==> src/rtl/core/wpscm_pkg.sv <==
`default_nettype none
package wpscm_pkg;

  localparam int unsigned DataW = 32;
  localparam int unsigned AddrW = 5;

  localparam logic [11:0] WheelLengthRst = 12'd2100;
  localparam logic [7:0]  DebounceRst    = 8'd10;
  localparam logic [7:0]  SleepRst       = 8'd30;
  localparam logic [7:0]  StepsRst       = 8'd10;
  localparam logic [15:0] AvgMinRst      = 16'd10;

  localparam logic [31:0] SpeedScale   = 32'd15625;
  localparam logic [31:0] CadenceConst = 32'd9375000;
  localparam logic [31:0] KiloConst    = 32'd1000;
  // ceil(2^38 / 1000): n / 1000 == (n * KiloRecip) >> 38 for any 32-bit n
  localparam logic [28:0] KiloRecip    = 29'd274877907;

  localparam logic [2:0] RegWheel  = 3'd0;
  localparam logic [2:0] RegDeb    = 3'd1;
  localparam logic [2:0] RegSleep  = 3'd2;
  localparam logic [2:0] RegSteps  = 3'd3;
  localparam logic [2:0] RegAvgMin = 3'd4;

  typedef enum logic [2:0] {
    FnTick   = 3'd0,
    FnPin    = 3'd1,
    FnStep   = 3'd2,
    FnAct    = 3'd3,
    FnPause  = 3'd4,
    FnReset  = 3'd5,
    FnQuery  = 3'd6,
    FnNop    = 3'd7
  } func_e;

  typedef enum logic [2:0] {
    QSpeed   = 3'd0,
    QTrack   = 3'd1,
    QTime    = 3'd2,
    QAvg     = 3'd3,
    QCadence = 3'd4,
    QDist    = 3'd5,
    QWheel   = 3'd6,
    QZero    = 3'd7
  } qsel_e;

  // divider operand sources
  typedef enum logic [2:0] {
    DvSpeed   = 3'd0,
    DvTime    = 3'd1,
    DvAvg     = 3'd2,
    DvCadence = 3'd3
  } dsrc_e;

  // what to do with the divider result
  typedef enum logic [1:0] {
    ResValue = 2'd0,
    ResSecs  = 2'd1,
    ResDist  = 2'd2,
    ResAccum = 2'd3
  } rdst_e;

  typedef struct packed {
    logic  event_en;   // apply single-cycle event update
    logic  div_start;
    dsrc_e div_src;
    logic  res_en;     // capture divider result
    rdst_e res_dst;
    logic  val_direct; // direct value for non-divide queries
    logic  out_load;
  } cmd_t;

  typedef struct packed {
    logic div_done;
    logic secs_gt;     // track seconds exceed minimum
    logic speed_ok;    // moving with nonzero wheel period
    logic cad_ok;      // moving with nonzero pedal period
  } sts_t;

endpackage
`default_nettype wire

==> src/rtl/core/wpscm_div.sv <==
`default_nettype none
module wpscm_div (
  input  wire logic        clk_i,
  input  wire logic        rst_ni,
  input  wire logic        start_i,
  input  wire logic [31:0] num_i,
  input  wire logic [31:0] den_i,
  output logic             done_o,
  output logic [31:0]      quo_o
);
  // signed 32-bit truncating division, one quotient bit per cycle
  logic [31:0] rem_q, rem_d, quo_q, quo_d, den_q, den_d;
  logic [5:0]  cnt_q, cnt_d;
  logic        busy_q, busy_d, neg_q, neg_d, zero_q, zero_d, done_q, done_d;
  logic [32:0] trial;
  logic [31:0] na, nb;

  assign na = num_i[31] ? (32'd0 - num_i) : num_i;
  assign nb = den_i[31] ? (32'd0 - den_i) : den_i;
  assign trial = {rem_q, quo_q[31]} - {1'b0, den_q};

  always_comb begin
    rem_d = rem_q; quo_d = quo_q; den_d = den_q; cnt_d = cnt_q;
    busy_d = busy_q; neg_d = neg_q; zero_d = zero_q; done_d = 1'b0;
    if (start_i) begin
      rem_d = '0; quo_d = na; den_d = nb; cnt_d = 6'd32; busy_d = 1'b1;
      neg_d = num_i[31] ^ den_i[31]; zero_d = (den_i == 32'd0);
    end else if (busy_q) begin
      if (!trial[32]) begin
        rem_d = trial[31:0]; quo_d = {quo_q[30:0], 1'b1};
      end else begin
        rem_d = {rem_q[30:0], quo_q[31]}; quo_d = {quo_q[30:0], 1'b0};
      end
      cnt_d = cnt_q - 6'd1;
      if (cnt_q == 6'd1) begin
        busy_d = 1'b0; done_d = 1'b1;
      end
    end
  end

  always_ff @(posedge clk_i or negedge rst_ni) begin
    if (!rst_ni) begin
      busy_q <= 1'b0; done_q <= 1'b0; cnt_q <= '0;
    end else begin
      busy_q <= busy_d; done_q <= done_d; cnt_q <= cnt_d;
    end
  end

  always_ff @(posedge clk_i) begin
    rem_q <= rem_d; quo_q <= quo_d; den_q <= den_d; neg_q <= neg_d; zero_q <= zero_d;
  end

  assign done_o = done_q;
  assign quo_o  = zero_q ? 32'd0 : (neg_q ? (32'd0 - quo_q) : quo_q);

`ifndef SYNTH
  a_no_restart: assert property (@(posedge clk_i) disable iff (!rst_ni)
    busy_q |-> !start_i) else $error("divider restarted while busy");
  a_done_after_busy: assert property (@(posedge clk_i) disable iff (!rst_ni)
    done_q |-> $past(busy_q)) else $error("done without busy");
  a_cnt_idle: assert property (@(posedge clk_i) disable iff (!rst_ni)
    !busy_q |-> !done_d) else $error("done from idle");
`endif
endmodule
`default_nettype wire

==> src/rtl/core/wpscm_dp.sv <==
`default_nettype none
module wpscm_dp (
  input  wire logic              clk_i,
  input  wire logic              rst_ni,
  input  wire wpscm_pkg::cmd_t   cmd_i,
  output wpscm_pkg::sts_t        sts_o,
  input  wire logic [2:0]        func_i,
  input  wire logic              wheel_low_i,
  input  wire logic              pedal_low_i,
  input  wire logic [2:0]        sel_i,
  input  wire logic [11:0]       wheel_length_i,
  input  wire logic [7:0]        debounce_i,
  input  wire logic [7:0]        sleep_reload_i,
  input  wire logic [7:0]        steps_i,
  input  wire logic [15:0]       avg_min_i,
  output logic [31:0]            value_o,
  output logic [7:0]             sleep_o,
  output logic                   moving_o
);
  logic [15:0] ic_q, ic_d;
  logic [31:0] wacc_q, wacc_d, pacc_q, pacc_d, wper_q, wper_d, pper_q, pper_d;
  logic [31:0] turns_q, turns_d, tsteps_q, tsteps_d, tdist_q, tdist_d;
  logic        mov_q, mov_d, pau_q, pau_d;
  logic [7:0]  whold_q, whold_d, phold_q, phold_d, sleep_q, sleep_d;
  logic [31:0] secs_q, val_q, track_q, res_q;
  logic [31:0] dnum, dden, quo;
  logic [31:0] direct;
  logic [15:0] ic_w;
  logic        done;
  logic [31:0] tabs, kilo;
  logic [60:0] kprod_q;
  logic        kneg_q;

  // track length registered; one multiply per path
  always_ff @(posedge clk_i) track_q <= turns_q * {20'd0, wheel_length_i};

  // track / 1000 by reciprocal multiply, valid in the cycle after track_q
  assign tabs = track_q[31] ? (32'd0 - track_q) : track_q;
  always_ff @(posedge clk_i) begin
    kprod_q <= {29'd0, tabs} * {32'd0, wpscm_pkg::KiloRecip};
    kneg_q  <= track_q[31];
  end
  assign kilo = kneg_q ? (32'd0 - {9'd0, kprod_q[60:38]}) : {9'd0, kprod_q[60:38]};

  always_comb begin
    dnum = track_q; dden = 32'd1;
    case (cmd_i.div_src)
      wpscm_pkg::DvSpeed: begin
        dnum = wpscm_pkg::SpeedScale * {20'd0, wheel_length_i}; dden = wper_q;
      end
      wpscm_pkg::DvTime:    begin dnum = tsteps_q; dden = {24'd0, steps_i}; end
      wpscm_pkg::DvAvg:     begin dnum = track_q; dden = secs_q; end
      wpscm_pkg::DvCadence: begin dnum = wpscm_pkg::CadenceConst; dden = pper_q; end
      default: ;
    endcase
  end

  wpscm_div u_div (
    .clk_i, .rst_ni, .start_i(cmd_i.div_start), .num_i(dnum), .den_i(dden),
    .done_o(done), .quo_o(quo)
  );

  always_comb begin
    case (sel_i)
      wpscm_pkg::QSpeed:   direct = 32'd0;
      wpscm_pkg::QTrack:   direct = track_q;
      wpscm_pkg::QTime:    direct = secs_q;
      wpscm_pkg::QAvg:     direct = 32'd0 - {24'd0, steps_i};
      wpscm_pkg::QCadence: direct = 32'd0;
      wpscm_pkg::QDist:    direct = res_q + tdist_q;
      wpscm_pkg::QWheel:   direct = {20'd0, wheel_length_i};
      default:             direct = 32'd0;
    endcase
  end

  always_comb begin
    ic_d = ic_q; wacc_d = wacc_q; pacc_d = pacc_q; wper_d = wper_q; pper_d = pper_q;
    turns_d = turns_q; tsteps_d = tsteps_q; tdist_d = tdist_q; mov_d = mov_q;
    pau_d = pau_q; whold_d = whold_q; phold_d = phold_q; sleep_d = sleep_q;
    ic_w = 16'd0;
    if (cmd_i.event_en) begin
      case (func_i)
        wpscm_pkg::FnTick: begin
          ic_d = ic_q + 16'd1;
          if (ic_d == 16'd0) begin
            wacc_d = '0; pacc_d = '0; wper_d = '0; pper_d = '0; mov_d = 1'b0;
            if (sleep_q != 8'd0) sleep_d = sleep_q - 8'd1;
          end
        end
        wpscm_pkg::FnPin: begin
          ic_w = ic_q;
          if (wheel_low_i && whold_q == 8'd0) begin
            whold_d = debounce_i; turns_d = turns_q + 32'd1;
            if (mov_q) wper_d = wacc_q + {16'd0, ic_w};
            pacc_d = pacc_q + {16'd0, ic_w};
            ic_w = 16'd0; wacc_d = '0;
          end
          if (pedal_low_i && phold_q == 8'd0) begin
            phold_d = debounce_i;
            if (mov_q) pper_d = pacc_d + {16'd0, ic_w};
            wacc_d = wacc_d + {16'd0, ic_w};
            ic_w = 16'd0; pacc_d = '0;
          end
          ic_d = ic_w; mov_d = 1'b1; sleep_d = sleep_reload_i;
        end
        wpscm_pkg::FnStep: begin
          if (whold_q != 8'd0) whold_d = whold_q - 8'd1;
          if (phold_q != 8'd0) phold_d = phold_q - 8'd1;
          if (!pau_q && mov_q) tsteps_d = tsteps_q + 32'd1;
        end
        wpscm_pkg::FnAct:   sleep_d = sleep_reload_i;
        wpscm_pkg::FnPause: pau_d = !pau_q;
        default: ;
      endcase
    end
    if (cmd_i.res_en && cmd_i.res_dst == wpscm_pkg::ResAccum) begin
      pau_d = 1'b0; tdist_d = tdist_q + kilo; turns_d = '0; tsteps_d = '0;
    end
  end

  always_ff @(posedge clk_i or negedge rst_ni) begin
    if (!rst_ni) begin
      ic_q <= '0; wacc_q <= '0; pacc_q <= '0; wper_q <= '0; pper_q <= '0;
      turns_q <= '0; tsteps_q <= '0; tdist_q <= '0; mov_q <= 1'b0; pau_q <= 1'b0;
      whold_q <= wpscm_pkg::DebounceRst; phold_q <= wpscm_pkg::DebounceRst;
      sleep_q <= wpscm_pkg::SleepRst;
      value_o <= '0; sleep_o <= wpscm_pkg::SleepRst; moving_o <= 1'b0;
    end else begin
      ic_q <= ic_d; wacc_q <= wacc_d; pacc_q <= pacc_d; wper_q <= wper_d;
      pper_q <= pper_d; turns_q <= turns_d; tsteps_q <= tsteps_d; tdist_q <= tdist_d;
      mov_q <= mov_d; pau_q <= pau_d; whold_q <= whold_d; phold_q <= phold_d;
      sleep_q <= sleep_d;
      if (cmd_i.out_load) begin
        value_o <= val_q; sleep_o <= sleep_q; moving_o <= mov_q;
      end
    end
  end

  always_ff @(posedge clk_i) begin
    if (cmd_i.event_en) val_q <= '0;
    else if (cmd_i.val_direct) val_q <= direct;
    else if (cmd_i.res_en && cmd_i.res_dst == wpscm_pkg::ResValue) val_q <= quo;
    if (cmd_i.res_en && cmd_i.res_dst == wpscm_pkg::ResSecs)
      secs_q <= (steps_i == 8'd0) ? 32'd0 : quo;
    if (cmd_i.res_en && cmd_i.res_dst == wpscm_pkg::ResDist) res_q <= kilo;
  end

  assign sts_o.div_done = done;
  assign sts_o.secs_gt  = $signed(secs_q) > $signed({16'd0, avg_min_i});
  assign sts_o.speed_ok = mov_q && (wper_q != 32'd0);
  assign sts_o.cad_ok   = mov_q && (pper_q != 32'd0);

`ifndef SYNTH
  a_hold_deb: assert property (@(posedge clk_i) disable iff (!rst_ni)
    (cmd_i.event_en && func_i == wpscm_pkg::FnPin) |=> mov_q)
    else $error("pin change must set moving");
  a_wrap_clr: assert property (@(posedge clk_i) disable iff (!rst_ni)
    (cmd_i.event_en && func_i == wpscm_pkg::FnTick && ic_q == 16'hFFFF) |=> !mov_q)
    else $error("wrap must clear moving");
  a_reset_trk: assert property (@(posedge clk_i) disable iff (!rst_ni)
    (cmd_i.res_en && cmd_i.res_dst == wpscm_pkg::ResAccum) |=> turns_q == 32'd0)
    else $error("track reset must clear turns");
`endif
endmodule
`default_nettype wire

==> src/rtl/core/wpscm_ctrl.sv <==
`default_nettype none
module wpscm_ctrl (
  input  wire logic            clk_i,
  input  wire logic            rst_ni,
  input  wire logic            in_valid_i,
  output logic                 in_ready_o,
  output logic                 out_valid_o,
  input  wire logic            out_ready_i,
  input  wire logic [2:0]      func_i,
  input  wire logic [2:0]      sel_i,
  output wpscm_pkg::cmd_t      cmd_o,
  input  wire wpscm_pkg::sts_t sts_i
);
  localparam logic [3:0] SIdle   = 4'd0;
  localparam logic [3:0] STrk    = 4'd1;  // wait for track product
  localparam logic [3:0] SSecs   = 4'd2;
  localparam logic [3:0] SSecsW  = 4'd3;
  localparam logic [3:0] SMain   = 4'd4;
  localparam logic [3:0] SMainW  = 4'd5;
  localparam logic [3:0] SKilo   = 4'd6;  // wait for reciprocal product
  localparam logic [3:0] SKiloW  = 4'd7;
  localparam logic [3:0] SFinish = 4'd8;
  localparam logic [3:0] SOut    = 4'd9;
  localparam logic [3:0] SHold   = 4'd10;

  logic [3:0] st_q, st_d;
  logic [2:0] fn_q, fn_d, sl_q, sl_d;

  always_comb begin
    st_d = st_q; fn_d = fn_q; sl_d = sl_q; cmd_o = '0;
    in_ready_o = 1'b0;
    case (st_q)
      SIdle: begin
        in_ready_o = 1'b1;
        if (in_valid_i) begin
          fn_d = func_i; sl_d = sel_i; cmd_o.event_en = 1'b1; st_d = STrk;
        end
      end
      STrk: begin
        if (fn_q == wpscm_pkg::FnReset) st_d = SKilo;
        else if (fn_q == wpscm_pkg::FnQuery) st_d = SSecs;
        else st_d = SOut;
      end
      SSecs: begin
        cmd_o.div_start = 1'b1; cmd_o.div_src = wpscm_pkg::DvTime; st_d = SSecsW;
      end
      SSecsW: if (sts_i.div_done) begin
        cmd_o.res_en = 1'b1; cmd_o.res_dst = wpscm_pkg::ResSecs; st_d = SKilo;
      end
      SKilo: st_d = SKiloW;
      SKiloW: begin
        cmd_o.res_en = 1'b1;
        cmd_o.res_dst = (fn_q == wpscm_pkg::FnReset) ? wpscm_pkg::ResAccum
                                                     : wpscm_pkg::ResDist;
        st_d = (fn_q == wpscm_pkg::FnReset) ? SOut : SMain;
      end
      SMain: begin
        cmd_o.val_direct = 1'b1;
        st_d = SFinish;
        if (sl_q == wpscm_pkg::QSpeed && sts_i.speed_ok) begin
          cmd_o.div_start = 1'b1; cmd_o.div_src = wpscm_pkg::DvSpeed; st_d = SMainW;
        end else if (sl_q == wpscm_pkg::QCadence && sts_i.cad_ok) begin
          cmd_o.div_start = 1'b1; cmd_o.div_src = wpscm_pkg::DvCadence; st_d = SMainW;
        end else if (sl_q == wpscm_pkg::QAvg && sts_i.secs_gt) begin
          cmd_o.div_start = 1'b1; cmd_o.div_src = wpscm_pkg::DvAvg; st_d = SMainW;
        end
      end
      SMainW: if (sts_i.div_done) begin
        cmd_o.res_en = 1'b1; cmd_o.res_dst = wpscm_pkg::ResValue; st_d = SFinish;
      end
      SFinish: st_d = SOut;
      SOut: begin
        cmd_o.out_load = 1'b1; st_d = SHold;
      end
      SHold: if (out_ready_i) st_d = SIdle;
      default: st_d = SIdle;
    endcase
  end

  assign out_valid_o = (st_q == SHold);

  always_ff @(posedge clk_i or negedge rst_ni) begin
    if (!rst_ni) begin
      st_q <= SIdle; fn_q <= '0; sl_q <= '0;
    end else begin
      st_q <= st_d; fn_q <= fn_d; sl_q <= sl_d;
    end
  end

`ifndef SYNTH
  a_one_side: assert property (@(posedge clk_i) disable iff (!rst_ni)
    !(in_ready_o && out_valid_o)) else $error("accept while result pending");
  a_start_res: assert property (@(posedge clk_i) disable iff (!rst_ni)
    cmd_o.div_start |-> !cmd_o.res_en) else $error("start and capture together");
  a_out_load: assert property (@(posedge clk_i) disable iff (!rst_ni)
    cmd_o.out_load |=> out_valid_o) else $error("result not shown");
`endif
endmodule
`default_nettype wire

==> src/rtl/core/wheel_pedal_speed_cadence_meter_top.sv <==
`default_nettype none
// Wheel/pedal speed and cadence meter. One transaction in gives one transaction out.
// A query runs the shared one-bit-per-cycle 32-bit divider for the seconds and,
// when valid, for speed, cadence or average; distance uses a reciprocal
// multiply. Configure only while idle.
module wheel_pedal_speed_cadence_meter_top (
  input  wire logic                          clk_i,
  input  wire logic                          rst_ni,
  input  wire logic                          s_axis_tvalid,
  output logic                               s_axis_tready,
  input  wire logic [7:0]                    s_axis_tdata, // func, wheel_low, pedal_low, query_select
  output logic                               m_axis_tvalid,
  input  wire logic                          m_axis_tready,
  output logic [47:0]                        m_axis_tdata, // value, sleep_count, moving
  input  wire logic                          psel,
  input  wire logic                          penable,
  input  wire logic                          pwrite,
  input  wire logic [wpscm_pkg::AddrW-1:0]   paddr,
  input  wire logic [wpscm_pkg::DataW-1:0]   pwdata,
  output logic [wpscm_pkg::DataW-1:0]        prdata,
  output logic                               pready
);
  logic [11:0] wl_q;
  logic [7:0]  deb_q, slp_q, sps_q;
  logic [15:0] avg_q;
  logic [31:0] value;
  logic [7:0]  sleep;
  logic        moving;
  logic [2:0]  ridx;
  wpscm_pkg::cmd_t cmd;
  wpscm_pkg::sts_t sts;

  assign pready = 1'b1;
  assign ridx = paddr[4:2];

  always_ff @(posedge clk_i or negedge rst_ni) begin
    if (!rst_ni) begin
      wl_q <= wpscm_pkg::WheelLengthRst; deb_q <= wpscm_pkg::DebounceRst;
      slp_q <= wpscm_pkg::SleepRst; sps_q <= wpscm_pkg::StepsRst;
      avg_q <= wpscm_pkg::AvgMinRst;
    end else if (psel && penable && pwrite) begin
      case (ridx)
        wpscm_pkg::RegWheel:  wl_q  <= pwdata[11:0];
        wpscm_pkg::RegDeb:    deb_q <= pwdata[7:0];
        wpscm_pkg::RegSleep:  slp_q <= pwdata[7:0];
        wpscm_pkg::RegSteps:  sps_q <= pwdata[7:0];
        wpscm_pkg::RegAvgMin: avg_q <= pwdata[15:0];
        default: ;
      endcase
    end
  end

  always_comb begin
    case (ridx)
      wpscm_pkg::RegWheel:  prdata = {20'd0, wl_q};
      wpscm_pkg::RegDeb:    prdata = {24'd0, deb_q};
      wpscm_pkg::RegSleep:  prdata = {24'd0, slp_q};
      wpscm_pkg::RegSteps:  prdata = {24'd0, sps_q};
      wpscm_pkg::RegAvgMin: prdata = {16'd0, avg_q};
      default:              prdata = '0;
    endcase
  end

  logic [2:0] fn_lat, sel_lat;
  logic wl_lat, pl_lat;
  always_ff @(posedge clk_i) begin
    if (s_axis_tvalid && s_axis_tready) begin
      sel_lat <= s_axis_tdata[7:5];
    end
  end
  assign fn_lat = s_axis_tdata[2:0];
  assign wl_lat = s_axis_tdata[3];
  assign pl_lat = s_axis_tdata[4];

  wpscm_dp u_dp (
    .clk_i, .rst_ni, .cmd_i(cmd), .sts_o(sts),
    .func_i(fn_lat), .wheel_low_i(wl_lat), .pedal_low_i(pl_lat), .sel_i(sel_lat),
    .wheel_length_i(wl_q), .debounce_i(deb_q), .sleep_reload_i(slp_q),
    .steps_i(sps_q), .avg_min_i(avg_q),
    .value_o(value), .sleep_o(sleep), .moving_o(moving)
  );

  wpscm_ctrl u_ctrl (
    .clk_i, .rst_ni,
    .in_valid_i(s_axis_tvalid), .in_ready_o(s_axis_tready),
    .out_valid_o(m_axis_tvalid), .out_ready_i(m_axis_tready),
    .func_i(s_axis_tdata[2:0]), .sel_i(s_axis_tdata[7:5]),
    .cmd_o(cmd), .sts_i(sts)
  );

  assign m_axis_tdata = {7'd0, moving, sleep, value};
endmodule
`default_nettype wire

==> config.mk <==
export PLATFORM = sky130hd
export DESIGN_NAME = wheel_pedal_speed_cadence_meter_top
export DESIGN_NICKNAME = d
export VERILOG_FILES = /design/src/rtl/core/wpscm_pkg.sv /design/src/rtl/core/wpscm_div.sv /design/src/rtl/core/wpscm_dp.sv /design/src/rtl/core/wpscm_ctrl.sv /design/src/rtl/core/wheel_pedal_speed_cadence_meter_top.sv
export SDC_FILE = /design/constraint.sdc
export NUM_CORES = 2
export LEC_CHECK = 0
export BUFFER_PORTS_ARGS = -buffer_cell sky130_fd_sc_hd__buf_2
export CORE_MARGIN = 2
export CORE_UTILIZATION = 25
export DETAILED_ROUTE_END_ITERATION = 16
export MAX_ROUTING_LAYER = met4
export PLACE_DENSITY_LB_ADDON = 0.25
export SYNTH_ARGS = -nofsm -noshare
export SYNTH_HDL_FRONTEND = slang
export SYNTH_HIERARCHICAL = 1
export SYNTH_SLANG_ARGS = --single-unit
==> constraint.sdc <==
create_clock -name clk_i -period 26.3 [get_ports clk_i]
set_clock_uncertainty 0.2 [all_clocks]
set_input_delay 5.26 -clock clk_i [delete_from_list [all_inputs] [get_ports clk_i]]
set_output_delay 5.26 -clock clk_i [all_outputs]
set_load 0.005 [all_outputs]
* Word level (Yosys, flattened, before mapping)
Index checks and enable logic that the tools add are counted.
W data, S select, Z words.
** Word-level totals
- Register bits :: 668
- Bits of input ports :: 52
- Output and inout port bits :: 83
- Logic and storage cells :: 263
** Operators by class
- Add/subtract/negate cells :: 20
- $mul :: 3
- Magnitude comparators :: 1
- Equality and inequality tests :: 45
- Muxes and demuxes :: 92
- Bitwise gates (word level) :: 1
- Reduce and logical (&&, ||, !) cells :: 61
** Operators with widths (number)
- $mux W32 :: 31
- $pmux W32 S2 :: 4
- $pmux W32 S5 :: 1
- $add A32 B16 Y32 :: 4
- $pmux W32 S4 :: 1
- $sub A1 B32 Y32 const A :: 4
- $pmux W32 S3 :: 1
- $pmux W16 S5 :: 1
- $add A32 B1 Y32 const B :: 2
- $add A32 B32 Y32 :: 2
- $mux W16 :: 4
- $reduce_bool A32 Y1 :: 2
- $mul A32 B29 Y61 const B :: 1
- $mux W4 :: 13
- $mux W8 :: 6
- $pmux W8 S2 :: 3
- $pmux W4 S11 :: 1
- $sub A33 B32 Y33 :: 1
- $gt A32 B17 Y1 :: 1
- $logic_not A32 Y1 :: 1
- $mul A32 B12 Y32 :: 1
- $pmux W16 S2 :: 1
- $mux W31 :: 1
- $eq A3 B2 Y1 const B :: 9
- 38 further kinds :: 127

* Longest topological paths before layout
- Depth after elaboration :: 11
- Depth in mapped cells :: 35
- Mapped depth without buffers :: 35

* Hierarchy
Netlist, hierarchy kept.
** By module, submodules not included
- wpscm_dp :: instances 1, cells an instance 5842, area an instance 53620.2 µm², seq. area each 11140.7 µm²
- wpscm_div :: instances 1, cells an instance 923, area an instance 7833.8 µm², seq. area each 2822.7 µm²
- wheel_pedal_speed_cadence_meter_top :: instances 1, cells an instance 206, area an instance 2710.1 µm², seq. area each 1408.9 µm²
- wpscm_ctrl :: instances 1, cells an instance 88, area an instance 807.0 µm², seq. area each 250.2 µm²

* Worst setup path before layout
OpenSTA, ideal clock, no wires.
- Path type :: input to output
- From :: in paddr[2] (netlist name)
- To :: out prdata[1] (netlist name)
- Data arrival time :: 6.164 ns
- Required time :: 20.840 ns
- Path slack :: 14.676 ns
- Stages on the path :: 5
- Path buffers :: 2
- Path through :: buf_4 -> buf_2 -> mux2_2 -> a32oi_1 -> o21ai_0
** On the way
- Longest elaborated chain between the ends :: 2
- Elaborated cells between the ends (all ways) :: 6
- Classes of those cells :: eq/ne: 4; mux: 1; reduce/logical: 1
** RTL lines
- from (decl) :: line wheel_pedal_speed_cadence_meter_top.sv:18 : input wire logic [wpscm_pkg::AddrW-1:0] paddr,
- $eq A3 B3 Y1 (tied with other cells) :: line wheel_pedal_speed_cadence_meter_top.sv:54 : case (ridx)
- $pmux W16 S5 (*) :: line wheel_pedal_speed_cadence_meter_top.sv:54
- to (decl) :: line wheel_pedal_speed_cadence_meter_top.sv:20 : output logic [wpscm_pkg::DataW-1:0] prdata,
Every way passes the cells marked *; elsewhere a longest branch is shown, timed or not.

* Worst setup path in the final report
- From :: in paddr[2] (netlist name)
- To :: out prdata[6] (netlist name)
The elaborated chain is that of the path after synthesis.

==> impl_results.md <==
* Crit path time final at 12.36 ns
* TritonRoute pass-1 iters at 6
* Most used flip-flop cell after synthesis: dfrtp_1
* XOR/XNOR Fraction of Synth Area at 0.0648
* First-pass GRT wire length at 321,000 um
* GPL Wtd Cong at 0.910
* Iter 0 DRT Violations at 3,364
* Setup bufs post-CTS at 0
* Ports at 135
* Mux cell area share after synthesis at 0.0320
* Synth area leaders: fa_1, dfrtp_1, ha_1, edfxtp_1, inv_1
* Area of the core at 0.259 mm2
* Power density over the cells at 62.0 mW/mm2
* Design area at 0.0721 mm2
* CTS tree: built
* H-tree depth at 3
* GR met2 Demand/Resource at 0.269
* Cells after Synth at 7,059
* Synth Area in Compound Gates at 0.138
* Worst vdd rail ir drop at 0.0520 mV
* Met3 Use GR at 0.0220
* Area Growth Syn to Fin at 11.0%
* Syn_area_per_cell at 9.20 um2
* Die Ht at 514 um
* Share of layout cells above drive strength 1 at 0.0769
* CTS clk-pin slew, worst paths at 0.06 ns
* Final hold viol count at 0
* Tightest Pin Transition at 1.30 ns
* HP Class: reg2reg
* Vias per cell at 4.81
* Share of the synthesized area in the top cell type at 0.178
* Met1 Use GR at 0.206
* Vias in the first global route at 52,300
* # rows at 187
* Reg-to-reg startpoint: u_dp/track_q[1]
* Nets@finish at 8,345
* TNS Setup at 0 ns
* CTS Buf Count at 77
* Post-Synth Simple-Gate Area at 0.144
* Fraction of registers with async set/reset at 0.606
* Synth Area in Adders at 0.311
* FMAX at 80.9 MHz
* Full die area at 0.264 mm2
* CTS Hold Bufs at 0
* CTS root buf: clkbuf_16
* Synth area leader: fa_1
* Tcrit/Tclk final at 0.470
* EDFF count, synth at 125
* Critical Path Source Type: input pin
* Seq cells post-synth at 622
* HP Start: u_dp/val_q[19]
* Largest net degree at the start of global routing at 150
* Clk buf depth at 3
* Leak at 0.0343 uW
* Nature of the critical path endpoint: primary output
* Initial Util at 0.251
* Fillers at 27,400
* DP HPWL at 165,000 um
* CP max FO at 18
* Cell Area, Synth at 0.0650 mm2
* RSZ-0062 raised after global routing: no
* DR DRC count at 0
* Count leader, synth: inv_1
* CTS resizes at 0
* WL/cell at 19.8 um
* Post-synthesis cell type count at 103
* Data arrival, critical path at 6.90 ns
* Latest clock arrival within the worst-skew pair at 0.73 ns
* Crit. Startpoint: paddr[2]
* # setup viols final at 0
* Critical Path RT at 20.84 ns
* Commonest cells post-synth: inv_1, nand2_1, ha_1
* Seq/Total Area, Yosys at 0.240
* Run status: finished, final reports clean
* Crit Path Class: in2out
* Largest family of logic cells by synthesized area: adder cells
* Die width at 514 um
* Antenna Violating Nets Remaining at 0
* Gr ovfl total at 0
* Slew Limit Fails at 0
* Sink Count at 622
* Final wirelength at 208,000 um
* Via count at 50,500
* YS warnings at 6
* GRT Util Overall at 0.162
* Placed Instance Area at 0.0693 mm2
* Port Buffers at 92
* Initial antenna violation count at 9
* Max Cap Violations at 0
* Busiest grt layer: met2
* Worst slew margin at 0.128
==> logic make-up (layout without fill, tap and decap cells) <==
family	after synthesis	after routing
AOI/OAI and AO/OA	1406	1406
adders and majority gates	1269	1269
xor gates and xnor gates	481	481
and+or+nand+nor	1955	1955
DFF	622	622
muxes	181	181
buffers and inverters	1142	1150
other	3	32
==> report_power, final <==
group          switching (uW)  total (uW)  internal [uW]
clock                     488        1200            716
combinational            1150        1880            732
sequential                196        1390           1190
total                    1830        4470           2640
==> cells in the final DEF (no fill, tap or decap), drive strengths merged, types with 51 or more instances in the layout <==
master | Yosys | layout
inv | 827 | 834
nand2 | 694 | 694
ha | 690 | 690
fa | 579 | 579
nor2 | 464 | 464
a21oi | 383 | 383
o21ai | 379 | 379
dfrtp | 351 | 351
xor2 | 244 | 244
xnor2 | 237 | 237
buf | 69 | 178
and2 | 174 | 174
edfxtp | 125 | 125
dfxtp | 120 | 120
mux2 | 116 | 116
a21o | 114 | 114
clkbuf | 245 | 100
nand3 | 99 | 99
nor3 | 96 | 96
o31ai | 80 | 80
a211oi | 63 | 63
nand2b | 61 | 61
mux2i | 57 | 57
nor2b | 53 | 53
nand4 | 51 | 51
nor4 | 51 | 51
or3 | 51 | 51
==> through the flow <==
| stage | worst slack [ns] | instances | util | power (uW) | hold slack, ns |
|---|---|---|---|---|---|
| after floorplan | 14.68 | 7081 | - | 2680 | 0.203 |
| after CTS | 14.01 | 10500 | 0.278 | 4530 | 0.292 |
| after global routing | 13.90 | 10500 | 0.278 | 4800 | 0.309 |
| after detailed placement | 14.03 | 10300 | 0.267 | 3290 | 0.277 |
| final | 13.94 | 10500 | 0.278 | 4470 | 0.290 |
| after global placement | 14.04 | 10300 | 0.267 | 3270 | 0.279 |
==> critical path: stages <==
cell and delay [ns]:
buf_2 0.32, nor2b_1 0.50, a22oi_1 0.18, o21ai_0 0.42, buf_2 0.20
==> routing by layer <==
metal,vias up,routed length (um)
met5,-,0
met4,0,5720
met3,234,9150
met2,1004,100000
met1,25400,92800
li1,23900,-
==> worst paths after layout <==
| check | endpoint | slack, ns | depth (start not counted) |
|---|---|---|---|
| max | prdata[6] | 13.94 | 5 |
| min | u_dp/value_o[19] | 0.29 | 1 |
| max in group asynchronous | u_dp/value_o[6] | 18.69 | 4 |
| min in group asynchronous | u_dp/ic_q[10] | 4.31 | 1 |
| max reg2reg | u_dp/kprod_q[54] | 15.00 | 31 |
| min reg2reg | u_dp/value_o[19] | 0.29 | 1 |
==> area by class of cell <==
class / instances / area [um2] / area share
Inverter: 828 / 3110 / 0.0431
Timing Repair Buffer: 178 / 1140 / 0.0158
Tap cell: 3402 / 4260 / 0.0590
Sequential cell: 622 / 15600 / 0.217
Antenna cell: 7 / 17.5 / 0.000243
Clock buffer: 100 / 2150 / 0.0299
Multi-Input combinational cell: 5317 / 45100 / 0.626
Clock inverter: 44 / 689 / 0.00956
Power figures use the tool's default switching activity.
